$ cat config.mk
export PLATFORM = sky130hd
export DESIGN_NAME = text_cursor_glyph_writer_core
export DESIGN_NICKNAME = d
export VERILOG_FILES = /design/src/hdl/tcgw_pkg.sv /design/src/hdl/tcgw_cursor.sv /design/src/hdl/tcgw_seq.sv /design/src/hdl/text_cursor_glyph_writer_core.sv
export SDC_FILE = /design/constraint.sdc
export NUM_CORES = 1
export LEC_CHECK = 0
export ABC_AREA = 1
export BUFFER_PORTS_ARGS = -buffer_cell sky130_fd_sc_hd__buf_2
export CAP_MARGIN = 5
export CORE_MARGIN = 2
export CORE_UTILIZATION = 25
export CTS_CLUSTER_SIZE = 14
export DETAILED_ROUTE_END_ITERATION = 16
export GPL_ROUTABILITY_DRIVEN = 0
export SETUP_SLACK_MARGIN = 0.15
export SLEW_MARGIN = 40
export SYNTH_ARGS = -nofsm -noshare
export SYNTH_HDL_FRONTEND = slang
export SYNTH_HIERARCHICAL = 1
export SYNTH_SLANG_ARGS = --single-unit
export TNS_END_PERCENT = 5
$ cat constraint.sdc
create_clock -name clk -period 2.1 [get_ports clk]
set_input_delay 0.21 -clock clk [delete_from_list [all_inputs] [get_ports clk]]
set_output_delay 0.21 -clock clk [all_outputs]
set_load 0.1 [all_outputs]
$ cat src/hdl/tcgw_pkg.sv
`default_nettype none
package tcgw_pkg;

	localparam int TEXT_COLUMNS = 21;
	localparam int TEXT_ROWS = 8;

	localparam logic [7:0] CHAR_TAB = 8'h09;
	localparam logic [7:0] CHAR_LF = 8'h0A;
	localparam logic [7:0] CHAR_CR = 8'h0D;
	localparam logic [7:0] CHAR_SPACE = 8'h20;
	localparam logic [7:0] CHAR_LAST_PRINT = 8'h7F;
	localparam logic [6:0] GLYPH_SPACE = 7'd0;

	typedef enum logic [1:0] {
		CUR_HOLD = 2'd0,
		CUR_ADV = 2'd1,
		CUR_NL = 2'd2,
		CUR_CR = 2'd3
	} cur_op_t;

	typedef struct packed {
		logic [4:0] col;
		logic [2:0] row;
		logic on_stop;
		logic next_on_stop;
		logic in_range;
		logic hits_end;
	} cur_stat_t;

endpackage
`default_nettype wire

$ cat src/hdl/tcgw_cursor.sv
`default_nettype none
module tcgw_cursor (
	input wire logic clk,
	input wire logic arst_n,
	input wire tcgw_pkg::cur_op_t op,
	output tcgw_pkg::cur_stat_t stat
);
	import tcgw_pkg::*;

	logic [4:0] col_q;
	logic [2:0] row_q;
	logic [5:0] col_p1;
	logic [3:0] row_p1;
	logic [2:0] row_next;
	logic hits_end;

	always_comb begin
		col_p1 = {1'b0, col_q} + 6'd1;
		hits_end = col_p1 >= 6'(TEXT_COLUMNS);
		row_p1 = {1'b0, row_q} + 4'd1;
		row_next = (row_p1 == 4'(TEXT_ROWS)) ? 3'd0 : row_p1[2:0];
		stat.col = col_q;
		stat.row = row_q;
		stat.on_stop = col_q[2:0] == 3'd0;
		stat.next_on_stop = col_p1[2:0] == 3'd0;
		stat.in_range = {1'b0, col_q} < 6'(TEXT_COLUMNS);
		stat.hits_end = hits_end;
	end

	always_ff @(posedge clk or negedge arst_n) begin
		if (!arst_n) begin
			col_q <= 5'd0;
			row_q <= 3'd0;
		end else begin
			case (op)
				CUR_ADV: begin
					if (hits_end) begin
						col_q <= 5'd0;
						row_q <= row_next;
					end else begin
						col_q <= col_p1[4:0];
					end
				end
				CUR_NL: begin
					col_q <= 5'd0;
					row_q <= row_next;
				end
				CUR_CR: begin
					col_q <= 5'd0;
				end
				default: begin
				end
			endcase
		end
	end

endmodule
`default_nettype wire

$ cat src/hdl/tcgw_seq.sv
`default_nettype none
module tcgw_seq (
	input wire logic clk,
	input wire logic arst_n,
	input wire logic s_tvalid,
	output logic s_tready,
	input wire logic [7:0] s_byte,
	output logic m_tvalid,
	input wire logic m_tready,
	output logic [6:0] m_glyph,
	output logic [4:0] m_col,
	output logic [2:0] m_row,
	output logic m_last,
	input wire tcgw_pkg::cur_stat_t stat,
	output tcgw_pkg::cur_op_t op
);
	import tcgw_pkg::*;

	typedef enum logic [2:0] {
		S_IDLE = 3'b001,
		S_OUT = 3'b010,
		S_TAB = 3'b100
	} state_t;

	state_t state_q;
	logic m_valid_q;
	logic [6:0] glyph_q;
	logic [4:0] col_q;
	logic [2:0] row_q;
	logic last_q;
	logic accept;
	logic tab_emit;
	logic tab_last;
	logic [6:0] glyph_full;

	assign s_tready = state_q == S_IDLE;
	assign accept = s_tvalid && s_tready;
	assign m_tvalid = m_valid_q;
	assign m_glyph = glyph_q;
	assign m_col = col_q;
	assign m_row = row_q;
	assign m_last = last_q;
	assign tab_emit = !stat.on_stop && stat.in_range;
	assign tab_last = stat.next_on_stop || stat.hits_end;
	assign glyph_full = s_byte[6:0] - CHAR_SPACE[6:0];

	always_comb begin
		op = CUR_HOLD;
		if (accept && s_byte == CHAR_LF) begin
			op = CUR_NL;
		end else if (accept && s_byte == CHAR_CR) begin
			op = CUR_CR;
		end else if (state_q == S_OUT && m_tready) begin
			op = CUR_ADV;
		end
	end

	always_ff @(posedge clk) begin
		if (accept) begin
			col_q <= stat.col;
			row_q <= stat.row;
			if (s_byte == CHAR_TAB) begin
				glyph_q <= GLYPH_SPACE;
				last_q <= tab_last;
			end else if (s_byte inside {[CHAR_SPACE:CHAR_LAST_PRINT]}) begin
				glyph_q <= glyph_full;
				last_q <= 1'b1;
			end else begin
				glyph_q <= GLYPH_SPACE;
				last_q <= 1'b1;
			end
		end else if (state_q == S_TAB) begin
			col_q <= stat.col;
			row_q <= stat.row;
			glyph_q <= GLYPH_SPACE;
			last_q <= tab_last;
		end
	end

	always_ff @(posedge clk or negedge arst_n) begin
		if (!arst_n) begin
			state_q <= S_IDLE;
			m_valid_q <= 1'b0;
		end else begin
			case (state_q)
				S_IDLE: begin
					if (accept) begin
						if (s_byte == CHAR_TAB) begin
							if (tab_emit) begin
								m_valid_q <= 1'b1;
								state_q <= S_OUT;
							end
						end else if (s_byte != CHAR_LF && s_byte != CHAR_CR) begin
							m_valid_q <= 1'b1;
							state_q <= S_OUT;
						end
					end
				end
				S_OUT: begin
					if (m_tready) begin
						m_valid_q <= 1'b0;
						state_q <= last_q ? S_IDLE : S_TAB;
					end
				end
				S_TAB: begin
					m_valid_q <= 1'b1;
					state_q <= S_OUT;
				end
				default: begin
					m_valid_q <= 1'b0;
					state_q <= S_IDLE;
				end
			endcase
		end
	end

endmodule
`default_nettype wire

$ cat src/hdl/text_cursor_glyph_writer_core.sv
// A printable or other glyph-writing byte shows its registered item in the cycle after acceptance.
// A new byte is accepted only while idle, after the last item is taken; newline and carriage
// return write no item. A tab writes up to seven spaces, one per item, passing through a tab
// state between spaces because the single cursor incrementer is reused for each space.
// Reset: arst_n clears the cursor to column 0, row 0 and empties the output register.
`default_nettype none
module text_cursor_glyph_writer_core (
	input wire logic clk,
	input wire logic arst_n,
	input wire logic s_tvalid,
	output logic s_tready,
	input wire logic [7:0] s_tdata, // char_byte
	output logic m_tvalid,
	input wire logic m_tready,
	output logic [15:0] m_tdata, // glyph_index, text_column, text_row, zero pad
	output logic m_tlast
);
	import tcgw_pkg::*;

	cur_stat_t stat;
	cur_op_t op;
	logic [6:0] glyph;
	logic [4:0] col;
	logic [2:0] row;

	tcgw_cursor u_cursor (
		.clk(clk),
		.arst_n(arst_n),
		.op(op),
		.stat(stat)
	);

	tcgw_seq u_seq (
		.clk(clk),
		.arst_n(arst_n),
		.s_tvalid(s_tvalid),
		.s_tready(s_tready),
		.s_byte(s_tdata),
		.m_tvalid(m_tvalid),
		.m_tready(m_tready),
		.m_glyph(glyph),
		.m_col(col),
		.m_row(row),
		.m_last(m_tlast),
		.stat(stat),
		.op(op)
	);

	assign m_tdata = {1'b0, row, col, glyph};

endmodule
`default_nettype wire

# Word level (Yosys, flattened, before mapping)
# Index checks and enable logic that the tools add are counted.
[classes] n_mux=32 order_cmp=4 reduce_logical=17 n_addsub=3 n_eq_ne=17
[op_table] cell="two-way mux 3 bit" n=10
[op_table] cell="two-way mux 7 bit" n=4
[op_table] cell="equality test 8 x 4 -> 1 bit (second input constant)" n=3
[op_table] cell="!= test 8 x 4 -> 1 bit (second input constant)" n=2
[op_table] cell="two-way mux 5 bit" n=3
[op_table] cell="one-hot mux 5 bit (2 select lines)" n=1
[op_table] cell="two-way mux 1 bit" n=9
[op_table] cell="one-hot mux 3 bit (3 select lines)" n=1
[op_table] cell="greater-or-equal comparator 8 x 6 -> 1 bit (second input constant)" n=1
[op_table] cell="less-or-equal comparator 8 x 7 -> 1 bit (second input constant)" n=1
[op_table] cell="logical AND 1 bit" n=7
[op_table] cell="subtractor 7 x 6 -> 7 bit (second input constant)" n=1
[op_table] cell="adder 5 x 1 -> 6 bit (second input constant)" n=1
[op_table] cell="greater-or-equal comparator 6 x 5 -> 1 bit (second input constant)" n=1
[op_table] cell="zero test 3 bit" n=2
[op_table] cell="!= test 3 bit (second input constant)" n=2
[op_table] cell="one-hot mux 3 bit (2 select lines)" n=1
[op_table] cell="nonzero test 2 bit" n=3
[op_table] cell="< comparator 5 bit (second input constant)" n=1
[op_table] cell="adder 3 x 1 -> 4 bit (second input constant)" n=1
[op_table] cell="equality test 2 bit (second input constant)" n=2
[op_table] cell="equality test 4 bit (second input constant)" n=1
[op_table] cell="two-way mux 2 bit" n=2
[op_table] cell="!= test 2 bit (second input constant)" n=2
[op_table] cell="other kinds (11)" n=11
[word_totals] ff_bits=28 output_inout_bits=19

# Logic depth before layout (Yosys ltp)
# Gate-level depths: netlist of the first run.
[logic_depth] word_depth=8 depth_mapped=12

# Cells and area by module
# Netlist of the first run, hierarchy kept.
[modules_own_cells] module="tcgw_seq" n_inst=1 cells_per_inst=89 seq_area_each_um2=581.8 area_per_inst_um2=905.9
[modules_own_cells] module="tcgw_cursor" n_inst=1 cells_per_inst=68 seq_area_each_um2=200.2 area_per_inst_um2=534.3
[modules_own_cells] module="text_cursor_glyph_writer_core" n_inst=1 cells_per_inst=2 seq_area_each_um2=0.0 area_per_inst_um2=11.3

# Least setup slack after synthesis of the first run
# Ideal clock, no wire load.
[synth_timing] path_kind="register to register" start="register u_cursor.col_q[0]" end="register u_seq.last_q, in the netlist u_seq/m_last, data pin" setup_ps=261 arrival_ps=1405 path_slack_ps=433 path_stages_with_launch=10 required_time_ps=1839 cell_sequence="dfrtp_1 > ha_1 > or2_1 > nand2_1 > nand2_1 > nand2_2 > nand2_4 > buf_4 > nor2_1 > o21ai_0"
[synth_between] elab_chain_cells=5 word_cells_on_any_way=7
[synth_rtl] item="start, declared" line="tcgw_cursor.sv:10" source="logic [4:0] col_q;"
[synth_rtl] item="start signal, assigned" line="tcgw_cursor.sv:41" source="col_q <= col_p1[4:0];"
[synth_rtl] item="adder 5 x 1 -> 6 bit *" line="tcgw_cursor.sv:18" source="col_p1 = {1'b0, col_q} + 6'd1;"
[synth_rtl] item="greater-or-equal comparator 6 x 5 -> 1 bit *" line="tcgw_cursor.sv:19" source="hits_end = col_p1 >= 6'(TEXT_COLUMNS);"
[synth_rtl] item="via u_cursor.hits_end" line="tcgw_cursor.sv:15" source="logic hits_end;"
[synth_rtl] item="logical OR 1 bit *" line="tcgw_seq.sv:44" source="assign tab_last = stat.next_on_stop || stat.hits_end;"
[synth_rtl] item="two-way mux 1 bit (on tied branches)" line="tcgw_seq.sv:72, tcgw_seq.sv:62"
[synth_rtl] item="two-way mux 1 bit *" line="tcgw_seq.sv:59" source="if (accept) begin"
[synth_rtl] item="end signal, assigned" line="tcgw_seq.sv:64" source="last_q <= tab_last;"
[synth_rtl] item="end signal, assigned" line="tcgw_seq.sv:76" source="last_q <= tab_last;"
[synth_rtl] item="end, declared" line="tcgw_seq.sv:30" source="logic last_q;"
# Mark *: on every way through the listed nets, which the timed path passes. The rest lies on a longest branch. The select of a mux whose other input is x is not followed.
# A chain may end at the register's enable or synchronous reset.

# Final worst setup path of the first run
[layout_timing] start="register u_seq.state_q[0]" end="register u_cursor.row_q[1]"
[layout_between] elab_chain_cells=8 word_cells_on_any_way=15
[layout_rtl] item="start, declared" line="tcgw_seq.sv:25" source="state_t state_q;"
[layout_rtl] item="start signal, assigned" line="tcgw_seq.sv:102" source="state_q <= last_q ? S_IDLE : S_TAB;"
[layout_rtl] item="equality test 3 x 2 -> 1 bit or equality test 3 x 1 -> 1 bit (tied branches)" line="tcgw_seq.sv:53, tcgw_seq.sv:36"
[layout_rtl] item="logical AND 1 bit (on tied branches)" line="tcgw_seq.sv:53, tcgw_seq.sv:37"
[layout_rtl] item="two-way mux 1 bit or logical AND 1 bit (tied branches)" line="tcgw_seq.sv:53, tcgw_seq.sv:51"
[layout_rtl] item="two-way mux 2 bit" line="tcgw_seq.sv:51" source="end else if (accept && s_byte == CHAR_CR) begin"
[layout_rtl] item="two-way mux 2 bit *" line="tcgw_seq.sv:49" source="if (accept && s_byte == CHAR_LF) begin"
[layout_rtl] item="via op[0]" line="text_cursor_glyph_writer_core.sv:21" source="cur_op_t op;"
[layout_rtl] item="equality test 2 x 1 -> 1 bit or equality test 2 bit (tied branches)" line="tcgw_cursor.sv:35" source="case (op)"
[layout_rtl] item="!= test 2 x 1 -> 1 bit (no line) or nonzero test 2 bit (tied branches)"
[layout_rtl] item="AND reduction 2 bit (no line)"
[layout_rtl] item="end signal, assigned" line="tcgw_cursor.sv:39" source="row_q <= row_next;"
[layout_rtl] item="end signal, assigned" line="tcgw_cursor.sv:46" source="row_q <= row_next;"
[layout_rtl] item="end, declared" line="tcgw_cursor.sv:11" source="logic [2:0] row_q;"
# Mark *: on every way through the listed nets, which the timed path passes. The rest lies on a longest branch.

==> results of run 1 <==
-- final timing paths --
check | endpoint | slack, ns | cells after the start | from
max reg2reg | u_cursor/row_q[1] | 0.33 | 10 | u_seq/state_q[0]
max | u_cursor/row_q[1] | 0.33 | 10 | u_seq/state_q[0]
max in group asynchronous | u_seq/state_q[0] | 1.50 | 2 | arst_n
min in group asynchronous | u_seq/m_tvalid | 0.33 | 2 | arst_n
min | u_seq/m_glyph[5] | 0.25 | 2 | s_tdata[5]
min reg2reg | u_seq/m_tvalid | 0.49 | 2 | u_seq/m_tvalid
-- stage by stage --
| step | power (mW) | worst slack, ns | instance area [um2] |
|---|---|---|---|
| 2_1_floorplan | 2.23 | 0.433 | 1450 |
| 3_3_place_gp | 2.49 | 0.356 | 1690 |
| 3_5_place_dp | 2.51 | 0.258 | 1690 |
| 4_1_cts | 2.94 | 0.221 | 1780 |
| 5_1_grt | 3.08 | 0.140 | 1790 |
| 6_report | 2.91 | 0.327 | 1790 |
-- state kept, by name, indices dropped and copies added, names as in the netlist --
name and count:
u_seq/m_glyph 7, u_seq/m_last 1, u_cursor/col_q 5, u_seq/m_col 5, u_seq/m_row 3, u_cursor/row_q 3
u_seq/m_tvalid 1, u_seq/state_q 3
-- worst max-delay path, stage by stage (launching register included) --
cell	delay (ns)
dfstp_2	0.56
nand3_2	0.15
nor2_1	0.18
inv_1	0.11
o22ai_1	0.17
inv_1	0.12
nor2_4	0.16
nand2_4	0.08
nand2_2	0.07
nand2_1	0.05
nand2_1	0.05
-- cell type report --
type	count	area share [%]
clock buffers	3	2.31
inverters	26	5.46
well taps	72	5.04
flip-flops and latches	28	43.8
clock inverters	1	1.68
repair buffers	33	9.94
multi-input cells	103	31.8
-- metal layers --
metal | vias up | share of wire [%] | global-route usage, %
li1 | 570 | - | -
met1 | 488 | 46 | 10.4
met2 | 25 | 47 | 14.4
met3 | 4 | 5.1 | 2.02
met4 | 0 | 2.0 | 5.08
met5 | - | 0 | 0
-- power groups by stage --
| stage | Clock (mW) | Sequential, mW | Combinational (mW) |
|---|---|---|---|
| after floorplan | 0 | 1.64 | 0.584 |
| after global placement | 0 | 0.966 | 1.53 |
| after detailed placement | 0 | 0.968 | 1.54 |
| after CTS | 0.435 | 0.960 | 1.54 |
| after global routing | 0.454 | 0.982 | 1.64 |
| final | 0.420 | 0.957 | 1.54 |
-- cell families (layout without fill, tap and decap cells) --
group           after synthesis  count (layout)  share of synthesized area (%)
simple gates                 85              85                           28.6
fa+ha+maj                     4               4                           3.45
buf+inv                      28              63                           7.76
other cells                   1               1                          0.258
flops                        28              28                           53.9
xor+xnor                      3               3                           1.81
compound gates               10              10                           4.22
-- cell usage after synthesis (all sizes together) --
| cell | n |
|---|---|
| o22ai | 5 |
| dfstp | 1 |
| nand3 | 9 |
| dfrtp | 11 |
| ha | 4 |
| nand2 | 43 |
| edfxtp | 16 |
| a31oi | 1 |
| xor2 | 3 |
| or2 | 2 |
| nand4 | 4 |
| inv | 26 |
| conb | 1 |
| buf | 2 |
| nor2 | 27 |
| o21ai | 2 |
| a21oi | 2 |
-- cells in the final DEF, fill, tap and decap left out, types with 3 or more instances in the layout --
cell and n:
xor2_1 3, dfrtp_1 11, nand2_2 8, ha_1 4
inv_2 4, nand3_2 3, buf_4 3, clkbuf_8 3
edfxtp_1 16, nor2_1 21, nand4_1 4, buf_2 29
nor2_2 4, nand2_1 33, nand3_1 6, inv_1 22
o22ai_1 5
-- repair_timing --
| item | CTS | global route |
|---|---|---|
| resized for setup | 0 | 3 |
| hold buffers | 1 | 0 |
| endpoints found under the hold margin | 11 | 0 |
| setup endpoints to repair | 0 | 8 |
==> results.yml, run 1 <==
logic_synthesis:
  yosys.area.top_type: "edfxtp_1"
  netlist_area_um2: 1450
  seq_area_frac_synth_pct: 53.9
  synthDistinctLibCells: 26
  ys_ff_latch: 28
  ys_warn_count: 6
  synthCells: 159
  avgSynthCellArea_um2: 9.13
  synth.top_cell.area_share_pct: 33.1
  syn_nets: 175
  synth.area.top_cells: "edfxtp_1 (33%), dfrtp_1 (19%), nand2_1 (8.5%), inv_1 (5.7%), nor2_1 (5.7%)"
clock_network:
  cts.reportedPaths.clkPinSlew_ns: 0.09
  htreeDepth: 1
  cts_setup_buffers: 0
  root_buffer: "clkbuf_8"
  cts_made_buffers: 3
  cts.sinks: 28
  clock_latency_ns: 0.27
  clockBufferDepth: 2
  cts_tree: "built"
die:
  fp.dieH_um: 80.2
  io_pins: 31
  design.die.area_um2: 6430
  die_x_um: 80.2
  start_util_pct: 26.2
  core_um2: 5540
  rows: 27
sta:
  fin_skew_ns: 0.00269
  max_freq_ghz: 0.564
  tns_ns: 0
  min_period_ns: 1.77
  holdWs_ns: 0.251
  drv_slew: 0
  finalSetupViolations: 0
  rsz0062_at_grt: "no"
  hold_violations: 0
  period_share_pct: 84.4
final_layout:
  num-fill-cells: 582
  multiInputGateArea_um2: 568
  drive_above_1_share_pct: 32.5
  num-nets-final: 211
  area_growth_pct: 23.1
  finalCoreUtilization_pct: 32.2
  diodes: 0
  instances_no_fill: 266
  seqCellArea_um2: 782
power_and_ir_drop:
  internal-power_mw: 1.39
  p_per_area_nw_per_um2: 1630
  clockPowerShare_pct: 14.4
  power_frac_seq_pct: 32.8
  leakagePower_nw: 0.888
  switchingPower_mw: 1.53
  combPwrFrac_pct: 52.8
  max-vdd-ir-drop_mv: 0.492
  swShare_pct: 52.3
routing:
  drt_wl_total_mm: 2.74
  drt-pass1-iter-count: 4
  vias_per_cell: 4.09
  drc: 0
  routed-via-count: 1087
  drtIter0Drc: 54
  wl_per_cell_um: 10.3
  postRouteAntennaNets: 0
worst_hold_path:
  min_path_type: "input port to flip-flop"
placement:
  dp_cells: 261
  place_hpwl_mm: 2.17
  io_buffers: 29
worst_setup_path:
  critPathLaunchType: "flip-flop"
  required_ns: 2.31
  crit_type: "flip-flop to flip-flop"
  crit_path_end_kind: "flip-flop"
  worstPathMaxFanout: 6
  cp.arrival_ns: 1.99
global_routing:
  grt_pass1_wl_mm: 4.35
  gr-total-overflow: 0
  grt_pass1_vias: 1003
  grtUsageTotal_pct: 8.78
  grt_max_degree: 17
  antenna_found_initial: 0
status:
  status: "finished clean"
flow_run:
  drv_cap: 0
(Power assumes the default switching activity.)
==> run 2, diff against run 1 <==
ABC_AREA = 0   (was 1)
clock period = 1.4 ns   (was 2.1 ns; I/O delays follow)
==> results.yml, run 2 <==
worst_hold_path:
  min_path_type: "input port to flip-flop"
  hold_end: "u_seq/m_glyph[3]"
  holdCritStartpoint: "s_tdata[3]"
  worstHoldPathCells: 3
sta:
  fin_skew_ns: 0.00552
  min_period_ns: 1.95
  max_freq_ghz: 0.513
  hold_violations: 0
  rsz0062_at_grt: "yes"
  period_share_pct: 139
  finalSetupViolations: 22
  worst_slack_ns: -0.550
  drv_slew: 0
die:
  start_util_pct: 26.0
  design.die.area_um2: 7360
  rows: 29
  fp.dieH_um: 85.8
  die_x_um: 85.8
  io_pins: 31
  core_um2: 6420
global_routing:
  grtUsageTotal_pct: 11.4
  antenna_found_initial: 0
  grt_max_degree: 17
  grt_pass1_vias: 1440
  grt_pass1_wl_mm: 6.64
  gr-total-overflow: 0
routing:
  vias_per_cell: 4.72
  drt_wl_total_mm: 3.96
  drc: 0
  drtIter0Drc: 88
  wl_per_cell_um: 12.9
  postRouteAntennaNets: 0
  routed-via-count: 1444
  drt-pass1-iter-count: 6
worst_setup_path:
  cp.buffers_inverters: 1
  critPathLaunchType: "flip-flop"
  cp_slowest_stage_delay_ns: 0.54
  crit_type: "flip-flop to flip-flop"
  required_ns: 1.57
  r2r.worst_path.cells: 8
  worstSetupStartpoint: "u_seq/state_q[0]"
  r2r-end: "u_cursor/row_q[2]"
  cp.arrival_ns: 2.12
  crit_path_end_kind: "flip-flop"
  crit_family: "simple AND/OR/NAND/NOR gates"
  slowest_stage: "dfstp_2"
  reg2reg_slack_ns: -0.55
  crit_chain: "nand3b_1 > or2_4 > o31ai_4 > buf_6 > or2b_1 > nor2_2 > a221oi_4 > xnor2_1"
  r2r-start: "u_seq/state_q[0]"
  worstPathMaxFanout: 8
clock_network:
  cts.sinks: 28
  clock_latency_ns: 0.28
  cts_tree: "built"
  clockBufferDepth: 2
  root_buffer: "clkbuf_8"
  cts_made_buffers: 3
  htreeDepth: 1
  cts.reportedPaths.clkPinSlew_ns: 0.10
logic_synthesis:
  synth_commonest_cells: "edfxtp_1 (16), a21oi_1 (11), dfrtp_1 (11)"
  ys_async_sr_fraction_pct: 42.9
  avgSynthCellArea_um2: 11.1
  netlist_area_um2: 1670
  yosysMostFrequentCell: "edfxtp_1"
  synth_flop_cell: "edfxtp_1"
  synthDistinctLibCells: 56
  synth.top_cell.area_share_pct: 28.7
  syn_nets: 166
  yosys.area.top_type: "edfxtp_1"
  ys_warn_count: 6
  synth.area.top_cells: "edfxtp_1 (29%), dfrtp_1 (16%), a21oi_1 (3.3%), ha_1 (3.0%), and2_1 (2.2%)"
  synth_edf_count: 16
  ys_ff_latch: 28
  synthCells: 150
  seq_area_frac_synth_pct: 46.8
power_and_ir_drop:
  leakagePower_nw: 1.06
  max-vdd-ir-drop_mv: 0.697
  p_per_area_nw_per_um2: 1920
  power.total_mw: 4.75
final_layout:
  num-nets-final: 246
  diodes: 0
  instances_no_fill: 306
  drive_above_1_share_pct: 53.3
  fin_area_um2: 2470
  largest_register_ffs: 7
  final_common_cell: "buf_4"
  area_growth_pct: 47.7
  most-common-layout-cells: "buf_4 (53), buf_2 (27), edfxtp_1 (16)"
status:
  status: "finished, violations left"
  violations: "setup timing"
placement:
  io_buffers: 29
  place_hpwl_mm: 2.95
  postPlaceCellArea_um2: 2250
  dp_cells: 297
flow_run:
  drv_cap: 0
==> run 2: worst max-delay path by stage <==
| stage | cells after the start | end | slack (ns) |
|---|---|---|---|
| floorplan | 4 | u_seq/m_tvalid | -0.97 |
| global placement | 8 | u_cursor/col_q[2] | -0.86 |
| detailed placement | 9 | u_cursor/row_q[0] | -0.91 |
| CTS | 8 | u_cursor/row_q[2] | -0.55 |
| global route | 8 | u_cursor/row_q[2] | -0.66 |
| finish | 8 | u_cursor/row_q[2] | -0.55 |
==> run 2: cell families (layout without fill, tap and decap cells) <==
logic type,Yosys count,count (layout),synth area share (%)
and+or+nand+nor,56,56,22.0
AOI/OAI and AO/OA,41,41,20.5
DFF,28,28,46.8
buffers and inverters,16,95,4.87
adders and majority gates,4,4,2.99
xor gates and xnor gates,2,2,1.05
muxes,2,2,1.57
other,1,1,0.224
==> run 2: layer usage <==
| layer | part of all wire (%) | GRT usage (%) | vias to the layer above | wire (um) |
|---|---|---|---|---|
| met3 | 2.8 | 1.54 | 7 | 109 |
| met1 | 43 | 13.7 | 689 | 1690 |
| met5 | 0 | 0 | - | 0 |
| met4 | 2.0 | 5.19 | 0 | 79 |
| met2 | 53 | 20.0 | 32 | 2080 |
| li1 | - | - | 716 | - |
==> run 2: what timing repair did <==
action | in CTS | in global routing
hold buffers | 1 | 0
gates cloned | 0 | 0
resized for setup | 19 | 8
setup endpoints to repair | 37 | 36
hold endpoints to repair | 12 | 0
setup buffers | 2 | 2
pin swaps | 12 | 2
==> run 2: layout make-up <==
type	count	area [um2]
Tap cell	77	96.3
Clock buffer	3	41.3
Inverter	7	26.3
Clock inverter	1	30.0
Sequential cell	28	782
Multi-Input combinational cell	106	907
Timing Repair Buffer	84	586
Fill cell	619	3950
==> run 2: tightest hold or removal path: stages <==
cell and delay (ns):
buf_2 0.08, buf_4 0.11, and2_1 0.11
==> run 2: through the flow <==
step / setup WS, ns / hold WS (ns) / util (%) / setup TNS, ns
2_1_floorplan: -0.971 / -0.156 / - / -17.20
5_1_grt: -0.656 / 0.256 / 38.4 / -9.16
4_1_cts: -0.551 / 0.252 / 37.5 / -6.12
3_3_place_gp: -0.855 / 0.0423 / 35.0 / -8.73
3_5_place_dp: -0.906 / 0.0443 / 35.0 / -9.19
6_report: -0.550 / 0.259 / 38.4 / -5.66
==> run 2: where the power goes <==
| part | leakage (nW) | internal (mW) | switching (mW) | total, mW |
|---|---|---|---|---|
| Combinational | 0.745 | 1.02 | 1.85 | 2.87 |
| Sequential | 0.285 | 1.15 | 0.0970 | 1.24 |
| Clock | 0.0357 | 0.383 | 0.257 | 0.640 |
| Total | 1.06 | 2.55 | 2.20 | 4.75 |
